[src/sv/contiguous_fit_block_allocator_defines.svh]
// Assertion helpers shared by the allocator RTL.
// Every check is clocked on i_clk and is off while i_rst_n is low.
`ifndef CONTIGUOUS_FIT_BLOCK_ALLOCATOR_DEFINES_SVH
`define CONTIGUOUS_FIT_BLOCK_ALLOCATOR_DEFINES_SVH

// The consequent must hold in the same cycle as the antecedent.
`define CFBA_ASSERT_SAME(label, ante, cons, msg) \
    label: assert property (@(posedge i_clk) disable iff (!i_rst_n) (ante) |-> (cons)) \
        else $error(msg);

// The consequent must hold in the cycle after the antecedent.
`define CFBA_ASSERT_NEXT(label, ante, cons, msg) \
    label: assert property (@(posedge i_clk) disable iff (!i_rst_n) (ante) |=> (cons)) \
        else $error(msg);

`endif

[src/sv/cfba_pkg.sv]
`default_nettype none

package cfba_pkg;

    // Field widths of the stream words.
    localparam int KIND_W   = 2;
    localparam int START_W  = 10;
    localparam int LEN_W    = 11;
    localparam int STATUS_W = 2;
    localparam int DATA_W   = 24;
    localparam int PAD_W    = DATA_W - START_W - LEN_W;

    // Request kinds.
    localparam logic [KIND_W-1:0] KIND_ALLOC = 2'd0;
    localparam logic [KIND_W-1:0] KIND_FREE  = 2'd1;
    localparam logic [KIND_W-1:0] KIND_CLAIM = 2'd2;

    // Result status codes.
    localparam logic [STATUS_W-1:0] STATUS_DONE  = 2'd0;
    localparam logic [STATUS_W-1:0] STATUS_NOFIT = 2'd1;
    localparam logic [STATUS_W-1:0] STATUS_BAD   = 2'd2;

    // Fit strategy register codes.
    localparam logic [1:0] FIT_FIRST = 2'd0;
    localparam logic [1:0] FIT_BEST  = 2'd1;
    localparam logic [1:0] FIT_NEXT  = 2'd2;
    localparam logic [1:0] FIT_WORST = 2'd3;

    // Sequencer states.
    typedef enum logic [2:0] {
        S_CLEAR,
        S_IDLE,
        S_SCAN,
        S_MARK,
        S_FREE,
        S_DONE
    } t_state;

    // What the bitmap scan is looking for.
    typedef enum logic [1:0] {
        SM_FIT,
        SM_BEST,
        SM_WORST,
        SM_CLAIM
    } t_scan_mode;

endpackage

`default_nettype wire

[src/sv/cfba_bit_ram.sv]
`default_nettype none

// Single-port bitmap memory with a registered, read-first output.
module cfba_bit_ram #(
    parameter int DEPTH = 1024
) (
    input  wire logic                     i_clk,
    input  wire logic [$clog2(DEPTH)-1:0] i_addr,
    input  wire logic                     i_we,
    input  wire logic                     i_wd,
    output logic                          o_rd
);

    logic r_mem [DEPTH];
    logic r_rd;

    // A read at the written address returns the old bit.
    always_ff @(posedge i_clk) begin
        if (i_we) begin
            r_mem[i_addr] <= i_wd;
        end
        r_rd <= r_mem[i_addr];
    end

    assign o_rd = r_rd;

endmodule

`default_nettype wire

[src/sv/contiguous_fit_block_allocator.sv]
`default_nettype none
`include "contiguous_fit_block_allocator_defines.svh"

// Contiguous block allocator over a used-block bitmap of BLOCKS entries, held in a
// single-port RAM that is visited one block per cycle. After reset the block runs a
// clearing pass over the whole bitmap before it takes its first word; configuration writes are
// taken at any time. An allocate scans the bitmap from block 0 (from the rover for next
// fit) until a fitting run is found; best and worst fit always scan all BLOCKS blocks.
// Next fit may scan further, as it may follow a run from a wrapped start past the rover.
// A found run is then marked block by block and the result is posted. A free clears its
// run block by block, a claim scans its run and then marks it, and a rejected request goes
// straight to posting its result. All of these steps share the single bitmap port.
// One request is in work at a time; a new word is taken while the previous result still waits.
module contiguous_fit_block_allocator
    import cfba_pkg::*;
#(
    parameter int BLOCKS = 1024
) (
    input  wire logic                i_clk,
    input  wire logic                i_rst_n,
    // Configuration: fit strategy.
    input  wire logic                i_cfg_valid,
    output logic                     o_cfg_ready,
    input  wire logic [1:0]          i_cfg_data,
    // Request stream.
    input  wire logic                s_axis_tvalid,
    output logic                     s_axis_tready,
    input  wire logic [DATA_W-1:0]   s_axis_tdata,   // run_start[9:0], run_length[20:10]
    input  wire logic [KIND_W-1:0]   s_axis_tuser,   // kind[1:0]
    // Result stream.
    output logic                     m_axis_tvalid,
    input  wire logic                m_axis_tready,
    output logic [DATA_W-1:0]        m_axis_tdata,   // found_start[9:0], used_count[20:10]
    output logic [STATUS_W-1:0]      m_axis_tuser    // status[1:0]
);

    localparam int AW = $clog2(BLOCKS);
    localparam int CW = $clog2(BLOCKS + 1);
    localparam int KW = CW + 1;
    localparam int EW = ((CW > LEN_W) ? CW : LEN_W) + 1;

    localparam logic [AW-1:0] LAST_IDX = AW'(BLOCKS - 1);
    localparam logic [CW-1:0] BLOCKS_C = CW'(BLOCKS);
    localparam logic [KW-1:0] BLOCKS_K = KW'(BLOCKS);
    localparam logic [EW-1:0] BLOCKS_E = EW'(BLOCKS);

    t_state                r_state,      n_state;
    t_scan_mode            r_mode,       n_mode;
    logic [1:0]            r_strategy,   n_strategy;
    logic [AW-1:0]         r_addr,       n_addr;
    logic [KW-1:0]         r_k,          n_k;
    logic [CW-1:0]         r_len,        n_len;
    logic [CW-1:0]         r_cnt,        n_cnt;
    logic [CW-1:0]         r_run,        n_run;
    logic [AW-1:0]         r_hstart,     n_hstart;
    logic [CW-1:0]         r_best,       n_best;
    logic [AW-1:0]         r_pick,       n_pick;
    logic                  r_has,        n_has;
    logic [CW-1:0]         r_used,       n_used;
    logic [AW-1:0]         r_rover,      n_rover;
    logic [STATUS_W-1:0]   r_status,     n_status;
    logic [AW-1:0]         r_found,      n_found;
    logic                  r_ev,         n_ev;
    logic [AW-1:0]         r_eidx,       n_eidx;
    logic                  r_eok,        n_eok;
    logic                  r_ewrap,      n_ewrap;
    logic                  r_elast,      n_elast;
    logic                  r_fv,         n_fv;
    logic                  r_out_valid,  n_out_valid;
    logic [STATUS_W-1:0]   r_out_status, n_out_status;
    logic [START_W-1:0]    r_out_found,  n_out_found;
    logic [LEN_W-1:0]      r_out_used,   n_out_used;

    logic                  ram_we;
    logic                  ram_wd;
    logic                  ram_rd;
    logic [AW-1:0]         ram_addr;

    logic [KIND_W-1:0]     in_kind;
    logic [START_W-1:0]    in_start;
    logic [LEN_W-1:0]      in_len;
    logic [EW-1:0]         in_start_e;
    logic [EW-1:0]         in_len_e;
    logic [EW-1:0]         in_end_e;
    logic                  len_zero;
    logic                  len_big;
    logic                  past_end;

    logic                  blk_free;
    logic [CW-1:0]         run_in;
    logic [CW-1:0]         run_new;
    logic [CW-1:0]         hole_len;
    logic [AW-1:0]         hs;
    logic                  succ;
    logic                  nofit;
    logic [AW-1:0]         succ_pos;
    logic [CW-1:0]         rover_sum;
    logic [EW-1:0]         found_e;
    logic [EW-1:0]         used_e;

    // Bitmap store.
    cfba_bit_ram #(
        .DEPTH (BLOCKS)
    ) u_map (
        .i_clk  (i_clk),
        .i_addr (ram_addr),
        .i_we   (ram_we),
        .i_wd   (ram_wd),
        .o_rd   (ram_rd)
    );

    // Unpack the request word and check its bounds.
    assign in_kind    = s_axis_tuser;
    assign in_start   = s_axis_tdata[START_W-1:0];
    assign in_len     = s_axis_tdata[START_W+LEN_W-1:START_W];
    assign in_start_e = EW'(in_start);
    assign in_len_e   = EW'(in_len);
    assign in_end_e   = in_start_e + in_len_e;
    assign len_zero   = (in_len == '0);
    assign len_big    = (in_len_e > BLOCKS_E);
    assign past_end   = (in_end_e > BLOCKS_E);

    // Scan evaluation of the bit that arrived from the memory.
    assign blk_free = !ram_rd;
    assign run_in   = r_ewrap ? '0 : r_run;
    assign run_new  = run_in + CW'(1);
    assign hole_len = blk_free ? run_new : run_in;
    assign hs       = (run_in == '0) ? r_eidx : r_hstart;

    assign found_e  = EW'(r_found);
    assign used_e   = EW'(n_used);

    // Sequencer: next state, memory control and result capture.
    always_comb begin
        n_state      = r_state;
        n_mode       = r_mode;
        n_strategy   = r_strategy;
        n_addr       = r_addr;
        n_k          = r_k;
        n_len        = r_len;
        n_cnt        = r_cnt;
        n_run        = r_run;
        n_hstart     = r_hstart;
        n_best       = r_best;
        n_pick       = r_pick;
        n_has        = r_has;
        n_used       = r_used;
        n_rover      = r_rover;
        n_status     = r_status;
        n_found      = r_found;
        n_out_valid  = r_out_valid;
        n_out_status = r_out_status;
        n_out_found  = r_out_found;
        n_out_used   = r_out_used;
        ram_we       = 1'b0;
        ram_wd       = 1'b0;
        ram_addr     = r_addr;
        succ         = 1'b0;
        nofit        = 1'b0;
        succ_pos     = hs;
        rover_sum    = '0;

        if (i_cfg_valid) begin
            n_strategy = i_cfg_data;
        end

        // A bit read back during a free pass that was set lowers the count.
        if (r_fv && ram_rd) begin
            n_used = r_used - CW'(1);
        end

        if (r_out_valid && m_axis_tready) begin
            n_out_valid = 1'b0;
        end

        case (r_state)
            S_CLEAR: begin
                ram_we = 1'b1;
                n_addr = r_addr + AW'(1);
                if (r_addr == LAST_IDX) begin
                    n_addr  = '0;
                    n_state = S_IDLE;
                end
            end

            S_IDLE: begin
                if (s_axis_tvalid) begin
                    n_status = STATUS_BAD;
                    n_found  = '0;
                    n_len    = in_len_e[CW-1:0];
                    n_cnt    = in_len_e[CW-1:0];
                    n_k      = '0;
                    n_run    = '0;
                    n_hstart = '0;
                    n_best   = '0;
                    n_has    = 1'b0;
                    n_state  = S_DONE;
                    if (!len_zero) begin
                        case (in_kind)
                            KIND_ALLOC: begin
                                if (len_big) begin
                                    n_status = STATUS_NOFIT;
                                end else begin
                                    n_state = S_SCAN;
                                    n_addr  = (r_strategy == FIT_NEXT) ? r_rover : '0;
                                    case (r_strategy)
                                        FIT_BEST:  n_mode = SM_BEST;
                                        FIT_WORST: n_mode = SM_WORST;
                                        default:   n_mode = SM_FIT;
                                    endcase
                                end
                            end
                            KIND_FREE: begin
                                if (!past_end) begin
                                    n_state  = S_FREE;
                                    n_status = STATUS_DONE;
                                    n_addr   = in_start_e[AW-1:0];
                                    n_found  = in_start_e[AW-1:0];
                                end
                            end
                            KIND_CLAIM: begin
                                if (!past_end) begin
                                    n_state = S_SCAN;
                                    n_mode  = SM_CLAIM;
                                    n_addr  = in_start_e[AW-1:0];
                                end
                            end
                            default: begin
                            end
                        endcase
                    end
                end
            end

            S_SCAN: begin
                // Issue side: walk the bitmap with wrap.
                n_addr = (r_addr == LAST_IDX) ? '0 : r_addr + AW'(1);
                n_k    = r_k + KW'(1);
                if (r_ev) begin
                    n_run    = blk_free ? run_new : '0;
                    n_hstart = hs;
                    case (r_mode)
                        SM_BEST, SM_WORST: begin
                            // A hole closes at a used block or at the last block.
                            if ((!blk_free || r_elast) && (hole_len >= r_len)) begin
                                if ((r_mode == SM_BEST) ? (!r_has || hole_len <= r_best)
                                                        : (hole_len > r_best)) begin
                                    n_best = hole_len;
                                    n_pick = hs;
                                    n_has  = 1'b1;
                                end
                            end
                            if (r_elast) begin
                                succ     = n_has;
                                nofit    = !n_has;
                                succ_pos = n_pick;
                            end
                        end
                        default: begin
                            // New runs may start only within one lap of the store.
                            if (blk_free && (run_new == r_len) && (r_eok || run_in != '0)) begin
                                succ = 1'b1;
                            end else if (!r_eok && (!blk_free || run_in == '0)) begin
                                nofit = 1'b1;
                            end else if ((r_mode == SM_CLAIM) && !blk_free) begin
                                nofit = 1'b1;
                            end
                        end
                    endcase
                end
                if (succ) begin
                    n_state  = S_MARK;
                    n_status = STATUS_DONE;
                    n_found  = succ_pos;
                    n_addr   = succ_pos;
                    n_cnt    = r_len;
                    n_used   = r_used + r_len;
                    if ((r_mode == SM_FIT) && (r_strategy == FIT_NEXT)) begin
                        rover_sum = CW'(succ_pos) + r_len;
                        n_rover   = (rover_sum == BLOCKS_C) ? '0 : rover_sum[AW-1:0];
                    end
                end else if (nofit) begin
                    n_state  = S_DONE;
                    n_status = STATUS_NOFIT;
                    n_found  = '0;
                end
            end

            S_MARK: begin
                ram_we = 1'b1;
                ram_wd = 1'b1;
                n_addr = r_addr + AW'(1);
                n_cnt  = r_cnt - CW'(1);
                if (r_cnt == CW'(1)) begin
                    n_state = S_DONE;
                end
            end

            S_FREE: begin
                ram_we = 1'b1;
                n_addr = r_addr + AW'(1);
                n_cnt  = r_cnt - CW'(1);
                if (r_cnt == CW'(1)) begin
                    n_state = S_DONE;
                end
            end

            S_DONE: begin
                if (!r_out_valid || m_axis_tready) begin
                    n_out_valid  = 1'b1;
                    n_out_status = r_status;
                    n_out_found  = found_e[START_W-1:0];
                    n_out_used   = used_e[LEN_W-1:0];
                    n_state      = S_IDLE;
                end
            end

            default: begin
                n_state = S_IDLE;
            end
        endcase

        // Read pipeline tags: each bit arrives in the cycle after its address.
        n_ev    = (r_state == S_SCAN);
        n_eidx  = r_addr;
        n_eok   = (r_k < BLOCKS_K);
        n_ewrap = (r_addr == '0) && (r_k != '0);
        n_elast = (r_addr == LAST_IDX);
        n_fv    = (r_state == S_FREE);
    end

    // Control registers.
    always_ff @(posedge i_clk) begin
        if (!i_rst_n) begin
            r_state     <= S_CLEAR;
            r_strategy  <= FIT_FIRST;
            r_addr      <= '0;
            r_used      <= '0;
            r_rover     <= '0;
            r_ev        <= 1'b0;
            r_fv        <= 1'b0;
            r_out_valid <= 1'b0;
        end else begin
            r_state     <= n_state;
            r_strategy  <= n_strategy;
            r_addr      <= n_addr;
            r_used      <= n_used;
            r_rover     <= n_rover;
            r_ev        <= n_ev;
            r_fv        <= n_fv;
            r_out_valid <= n_out_valid;
        end
    end

    // Working and result registers.
    always_ff @(posedge i_clk) begin
        r_mode       <= n_mode;
        r_k          <= n_k;
        r_len        <= n_len;
        r_cnt        <= n_cnt;
        r_run        <= n_run;
        r_hstart     <= n_hstart;
        r_best       <= n_best;
        r_pick       <= n_pick;
        r_has        <= n_has;
        r_status     <= n_status;
        r_found      <= n_found;
        r_eidx       <= n_eidx;
        r_eok        <= n_eok;
        r_ewrap      <= n_ewrap;
        r_elast      <= n_elast;
        r_out_status <= n_out_status;
        r_out_found  <= n_out_found;
        r_out_used   <= n_out_used;
    end

    assign o_cfg_ready   = 1'b1;
    assign s_axis_tready = (r_state == S_IDLE);
    assign m_axis_tvalid = r_out_valid;
    assign m_axis_tdata  = {{PAD_W{1'b0}}, r_out_used, r_out_found};
    assign m_axis_tuser  = r_out_status;

    // Checks on the sequencer.
    `CFBA_ASSERT_SAME(a_used_bounded, 1'b1, r_used <= BLOCKS_C, "used count above store size")
    `CFBA_ASSERT_SAME(a_rover_bounded, 1'b1, r_rover <= LAST_IDX, "rover past last block")
    `CFBA_ASSERT_NEXT(a_result_held, (r_state == S_DONE) && r_out_valid && !m_axis_tready, (r_state == S_DONE), "pending result overwritten")

endmodule

`default_nettype wire

[config.mk]
export PLATFORM = sky130hd
export DESIGN_NAME = contiguous_fit_block_allocator
export DESIGN_NICKNAME = d
export VERILOG_FILES = /design/src/sv/cfba_pkg.sv /design/src/sv/cfba_bit_ram.sv /design/src/sv/contiguous_fit_block_allocator.sv
export VERILOG_INCLUDE_DIRS = /design/src /design/src/sv
export SDC_FILE = /design/constraint.sdc
export NUM_CORES = 2
export LEC_CHECK = 0
export BUFFER_PORTS_ARGS = -buffer_cell sky130_fd_sc_hd__buf_2
export CAP_MARGIN = 20
export CELL_PAD_IN_SITES_DETAIL_PLACEMENT = 1
export CELL_PAD_IN_SITES_GLOBAL_PLACEMENT = 2
export CORE_MARGIN = 2
export CORE_UTILIZATION = 51
export CTS_BUF_LIST = sky130_fd_sc_hd__clkbuf_8
export DETAILED_ROUTE_END_ITERATION = 12
export GPL_TIMING_DRIVEN = 0
export PLACE_DENSITY_LB_ADDON = 0.1
export SYNTH_ARGS = -nofsm -noshare
export SYNTH_HDL_FRONTEND = slang
export SYNTH_SLANG_ARGS = --single-unit
[constraint.sdc]
create_clock -name i_clk -period 45.4 [get_ports i_clk]
set_clock_uncertainty 0.2 [all_clocks]
set_input_delay 13.62 -clock i_clk [delete_from_list [all_inputs] [get_ports i_clk]]
set_output_delay 13.62 -clock i_clk [all_outputs]
set_load 0.01 [all_outputs]
## Yosys cells after proc, flatten, opt, wreduce, memory -nomap -nowiden

Memories as Yosys holds them, arrays and structs flattened. A register that Yosys moved wholly into a read port is not among the register bits.
Cells that the tools add are included.

| storage, ports and cells | value |
|---|---|
| input bits | 33 |
| output and inout bits | 29 |
| logic and storage cells | 222 |
| memories kept | 1 |
| RAM bits | 1024 |
| register bits | 166 |

| operators by class | value |
|---|---|
| reduce and logical (&&, ||, !) cells | 48 |
| equal/unequal tests | 33 |
| bitwise logic cells | 1 |
| add/subtract/negate cells | 8 |
| $lt $le $gt $ge | 6 |
| muxes and demuxes | 99 |

Memories:

| name | words | bits a word | rd ports | clocked after Yosys merged registers in | write ports | RTL line | RTL |
|---|---|---|---|---|---|---|---|
| u_map.r_mem | 1024 | 1 | 1 | 1 | 1 | cfba_bit_ram.sv:14 | `logic r_mem [DEPTH];` |

Operators by type and width:

| kind | number |
|---|---|
| $mux W10 | 23 |
| $mux W11 | 14 |
| $pmux W10 S2 | 3 |
| $pmux W11 S2 | 2 |
| $pmux W10 S4 | 1 |
| $pmux W11 S3 | 1 |
| $mux W1 | 29 |
| $mux W3 | 9 |
| $pmux W12 S2 | 1 |
| $logic_not A11 Y1 | 2 |
| $sub A11 B1 Y11 const B | 2 |
| $reduce_and A6 Y1 | 3 |
| $mux W2 | 8 |
| $pmux W2 S2 | 4 |
| $pmux W3 S5 | 1 |
| $reduce_and A3 Y1 | 5 |
| $ne A2 B2 Y1 const B | 7 |
| $add A10 B11 Y12 | 1 |
| $add A12 B1 Y12 const B | 1 |
| $gt A12 B11 Y1 const B | 1 |
| $lt A12 B11 Y1 const B | 1 |
| $mux W12 | 1 |
| $reduce_bool A12 Y1 | 1 |
| $add A10 B11 Y11 | 1 |
| 38 further kinds | 73 |

## Logic depth before layout (Yosys ltp)

| depth | value |
|---|---|
| depth after elaboration | 19 |
| gate-level depth with buffers | 30 |
| gate-level depth less buffers | 29 |

## Hierarchy

Synthesis repeated with hierarchy kept, for this count alone.

| second synthesis, totals | value |
|---|---|
| cells, all modules | 4422 |
| area, all modules | 54921.4 µm² |

By module, submodules not included:

| module | area each (µm²) | seq. area each (µm²) | instances | cells each |
|---|---|---|---|---|
| cfba_bit_ram | 44337.5 | 30769.5 | 1 | 3369 |
| contiguous_fit_block_allocator | 10583.9 | 4464.3 | 1 | 1053 |

## Worst setup path before layout

OpenSTA, ideal clock, no wires.

| timing path | value |
|---|---|
| path kind | register -> register |
| from | reg r_state[0] |
| to | mem u_map.r_mem[0] (data pin) |
| arrival | 24.334 ns |
| buffers on the path | 1 |
| required time | 40.217 ns |
| slack | 15.882 ns |
| stages on the path, launching flop included | 4 |
| setup time | 4.983 ns |
| period minus slack after synthesis | 29.518 ns |
| cell sequence | dfxtp_1 clkbuf_1 nand2b_1 nor2_1 |

| on the way | value |
|---|---|
| word-level cells in the longest chain between the ends | 2 |

Ends and longest elaborated chain:

| what | RTL line | RTL |
|---|---|---|
| start, declared | contiguous_fit_block_allocator.sv:47 | `t_state r_state, n_state;` |
| start signal, assigned | contiguous_fit_block_allocator.sv:344 | `r_state <= n_state;` |
| $eq A3 B2 Y1 | contiguous_fit_block_allocator.sv:176 | `case (r_state)` |
| $mux W1 | contiguous_fit_block_allocator.sv:176 |  |
| via ram_wd | contiguous_fit_block_allocator.sv:75 | `logic ram_wd;` |
| end, declared | cfba_bit_ram.sv:14 |  |

The timed path passes the listed nets, and every way through them passes these cells.

## Final worst setup path

| timing path | value |
|---|---|
| from | in s_axis_tdata[0] |
| to | reg r_mode[0], enable pin |

| on the way | value |
|---|---|
| word-level cells in the longest chain between the ends | 4 |

Ends and longest elaborated chain:

| what | RTL line | RTL |
|---|---|---|
| start, declared | contiguous_fit_block_allocator.sv:28 | `input wire logic [DATA_W-1:0] s_axis_tdata,` |
| $add A10 B11 Y12 | contiguous_fit_block_allocator.sv:118 | `assign in_end_e = in_start_e + in_len_e;` |
| $gt A12 B11 Y1 | contiguous_fit_block_allocator.sv:121 | `assign past_end = (in_end_e > BLOCKS_E);` |
| $ne A2 B2 Y1 (no source line) | n/a |  |
| $reduce_and A6 Y1 (no source line) | n/a |  |
| end signal, assigned | contiguous_fit_block_allocator.sv:357 | `r_mode <= n_mode;` |
| end, declared | contiguous_fit_block_allocator.sv:48 | `t_scan_mode r_mode, n_mode;` |

No other way between the ends.
A chain may end at the register's enable or synchronous reset.

==> impl_metrics.py <==
metrics = {
    "yosys": {
        "number_of_flops_mapped_to_enable_cells_by_yosys": 1138,
        "synth_seq_area_share_pct": 65.3,
        "mapped_cells": 3951,
        "yosysWarnings": 0,
        "post_synth_num_cell_types": 84,
        "avgSynthCellArea_um2": 13.7,
        "dominantRegCellSynth": "sky130_fd_sc_hd__edfxtp_1",
        "mappedNetlistArea_um2": 54000,
        "synth-async-reset-ratio_pct": 0,
        "postSynthRegisterBits": 1191,
    },
    "worst_setup_path": {
        "timing.critical_path.to_type": "register",
        "path_common_cell": "sky130_fd_sc_hd__inv_1",
        "worstPathRequired_ns": 45.74,
        "cpPeakStageDelay_ns": 0.52,
        "path_buf_inv": 3,
        "crit_type": "in2reg",
        "timing.critical_path.cells": "buf_2 -> ha_1 -> inv_1 -> fa_1 -> inv_1 -> a2111oi_0 -> o2111ai_1 -> a2111oi_2 -> o21ai_1 -> and2_1 -> a21oi_1",
        "crit_path_top_delay_cell": "sky130_fd_sc_hd__a2111oi_0",
        "arrival_ns": 16.78,
        "cp-start-kind": "input pin",
        "worstPathMaxFanout": 4,
        "timing.critical_path.max_delay_family": "compound AO/OA/AOI/OAI gates",
    },
    "floorplan": {
        "fp.dieArea_um2": 108000,
        "design.portCount": 62,
        "chipHeight_um": 329,
        "rows": 119,
        "dieWidth_um": 329,
        "core_area_um2": 105000,
        "initial_core_util_pct": 51.3,
    },
    "timing": {
        "final-hold-violation-count": 0,
        "period_share_pct": 36.2,
        "relSlewSlack_pct": 10.7,
        "tightestPinTransition_ns": 1.34,
        "rsz_0062_raised_after_global_routing": "no",
        "report.final.slew_viol_count": 0,
        "fmaxAchievable_mhz": 60.8,
        "min_period_ns": 16.44,
        "finalSetupViolations": 0,
    },
    "grt": {
        "antenna_violations_before_repair": 5,
        "grt_use_total_pct": 37.6,
        "grt_pass1_vias": 38143,
        "globalRoute.totalOverflow": 0,
        "wire_length_of_the_first_global_routing_pass_um": 283000,
        "maximum_number_of_pins_on_one_net_before_global_route_repair": 54,
    },
    "cells_and_area": {
        "proportion_of_layout_cells_with_a_drive_suffix_above_1_pct": 17.2,
        "flow.area_growth_from_synthesis_pct": 13.6,
        "layout.cells.most_common": "sky130_fd_sc_hd__edfxtp_1",
        "post_route_cell_area_um2": 61300,
        "layout_common_cells": "sky130_fd_sc_hd__edfxtp_1 (1138), sky130_fd_sc_hd__nor2_1 (1107), sky130_fd_sc_hd__clkbuf_1 (268)",
        "final_nets": 4403,
        "final_core_utilization_pct": 58.3,
    },
    "run": {
        "drv.max_cap_violation_count": 0,
    },
    "power": {
        "fin_total_pwr_uw": 2270,
        "p_leak_uw": 0.0171,
        "irDropWorstVdd_mv": 0.0292,
        "power.density_cell_area_nw_per_um2": 37.0,
    },
    "route": {
        "vias_per_cell": 6.46,
        "detail-route-antenna-nets": 0,
        "vias": 37864,
        "routed_wire_length_per_instance_um": 34.5,
        "number_of_violations_reported_at_the_end_of_detailed_routing_iteration_0": 5355,
        "detailedRoute.firstPassIterationCount": 9,
        "detail_route.drc_violations": 0,
        "drt_wl_total_um": 202000,
    },
    "clocking": {
        "h-tree-depth": 4,
        "cts.path.max_buffers": 3,
        "clock-sinks": 1191,
        "clock_transition_at_the_registers_of_the_reported_paths_ns": 0.07,
        "post_cts.resized_instances": 0,
        "tritoncts": "yes",
        "cts_made_buffers": 199,
        "cts_setup_buffers": 0,
        "cts_root_buf": "sky130_fd_sc_hd__clkbuf_8",
        "hold_buffers": 0,
        "clock_insertion_delay_worst_skew_ns": 0.91,
    },
    "hold_path": {
        "min_path_type": "reg2reg",
    },
    "place": {
        "gp_routability_congestion": 0.918,
        "numPortBuffers": 54,
        "placed_area_um2": 57400,
        "detailedPlacementHpwl_um": 140000,
    },
    "status": {
        "status": "complete, no violations",
    },
}
-- metal layers --
| layer | track usage [%] | share of wire, % |
|---|---|---|
| met1 | 46.5 | 35 |
| met3 | 10.4 | 11 |
| met2 | 59.2 | 47 |
| met4 | 23.1 | 7.0 |
| met5 | 0 | 0.014 |
-- cell type report --
class	count	area, um2
Inverter	67	251
Clock buffer	211	2900
Clock inverter	156	845
Multi-Input combinational cell	2349	17100
Sequential cell	1191	35200
Fill cell	10311	43800
Timing Repair Buffer	143	1780
Buffer	346	1420
Tap cell	1391	1740
Antenna cell	3	7.51
-- power breakdown --
group	leakage (uW)	internal, uW	switching (uW)
clock network	0.00219	465	460
registers	0.00894	1190	1.40
logic	0.00599	50.0	104
-- sequential cells by signal, summed over array words and instances, names as in the netlist, 2 cells and up --
| signal | cells |
|---|---|
| r_out_found | 10 |
| r_found | 10 |
| r_len | 11 |
| r_eidx | 10 |
| r_best | 11 |
| n_eidx | 10 |
| r_k | 12 |
| r_mode | 2 |
| r_hstart | 10 |
| r_strategy | 2 |
| r_rover | 10 |
| m_axis_tuser | 2 |
| r_cnt | 11 |
| u_map.r_mem | 1024 |
| r_used | 11 |
| r_status | 2 |
| r_run | 11 |
| r_out_used | 11 |
| r_state | 3 |
| r_pick | 10 |
-- stage by stage --
step | std cells | setup WS, ns | setup TNS, ns | hold slack, ns
floorplan | 3953 | 15.88 | 0 | 0.126
global placement | 5398 | -8.70 | -3548.95 | 0.139
detailed placement | 5478 | 27.98 | 0 | 0.147
CTS | 5845 | 28.92 | 0 | 0.170
global route | 5855 | 28.69 | 0 | 0.185
finish | 5857 | 28.96 | 0 | 0.174
-- cells in the mapped netlist (16+ instances only) --
cell / instances / area share, %
sky130_fd_sc_hd__mux2i_1: 21 / 0.39
sky130_fd_sc_hd__nor4_1: 17 / 0.20
sky130_fd_sc_hd__mux4_2: 260 / 11
sky130_fd_sc_hd__buf_2: 44 / 0.41
sky130_fd_sc_hd__ha_1: 70 / 1.6
sky130_fd_sc_hd__xor2_1: 18 / 0.29
sky130_fd_sc_hd__nand3_1: 32 / 0.30
sky130_fd_sc_hd__mux2_2: 29 / 0.61
sky130_fd_sc_hd__clkbuf_1: 272 / 1.9
sky130_fd_sc_hd__a22oi_1: 119 / 1.7
sky130_fd_sc_hd__a22o_1: 21 / 0.34
sky130_fd_sc_hd__and2_1: 32 / 0.37
sky130_fd_sc_hd__inv_1: 66 / 0.46
sky130_fd_sc_hd__o21ai_0: 67 / 0.62
sky130_fd_sc_hd__nor3_1: 37 / 0.34
sky130_fd_sc_hd__dfxtp_1: 53 / 2.0
sky130_fd_sc_hd__a21o_1: 16 / 0.22
sky130_fd_sc_hd__xnor2_1: 49 / 0.80
sky130_fd_sc_hd__buf_1: 18 / 0.13
sky130_fd_sc_hd__a21oi_1: 63 / 0.58
sky130_fd_sc_hd__nor2_1: 1108 / 7.7
sky130_fd_sc_hd__nand4_1: 35 / 0.41
sky130_fd_sc_hd__edfxtp_1: 1138 / 63
sky130_fd_sc_hd__nor2b_1: 18 / 0.21
sky130_fd_sc_hd__nand2_1: 120 / 0.83
sky130_fd_sc_hd__a221oi_1: 18 / 0.29
-- final timing paths --
path              cells after the start            start         end  slack, ns
setup / recovery                     11  s_axis_tdata[0]   r_mode[0]      28.96
hold / removal                        0        n_eidx[5]   r_eidx[5]       0.17
setup reg to reg                     28          r_ewrap  r_rover[6]      37.95
hold reg to reg                       0        n_eidx[5]   r_eidx[5]       0.17
-- cell families (layout without fill, tap and decap cells) --
| family | count (synthesis) | in the layout | share of synthesized area (%) |
|---|---|---|---|
| other | 2 | 7 | 0.0139 |
| adders and majority gates | 74 | 74 | 1.75 |
| buffers and inverters | 413 | 923 | 3.07 |
| xor gates and xnor gates | 68 | 68 | 1.13 |
| muxes | 310 | 310 | 11.8 |
| AOI/OAI and AO/OA | 415 | 415 | 5.39 |
| DFF | 1191 | 1191 | 65.3 |
| and+or+nand+nor | 1478 | 1478 | 11.5 |
Power figures use the tool's default switching activity.
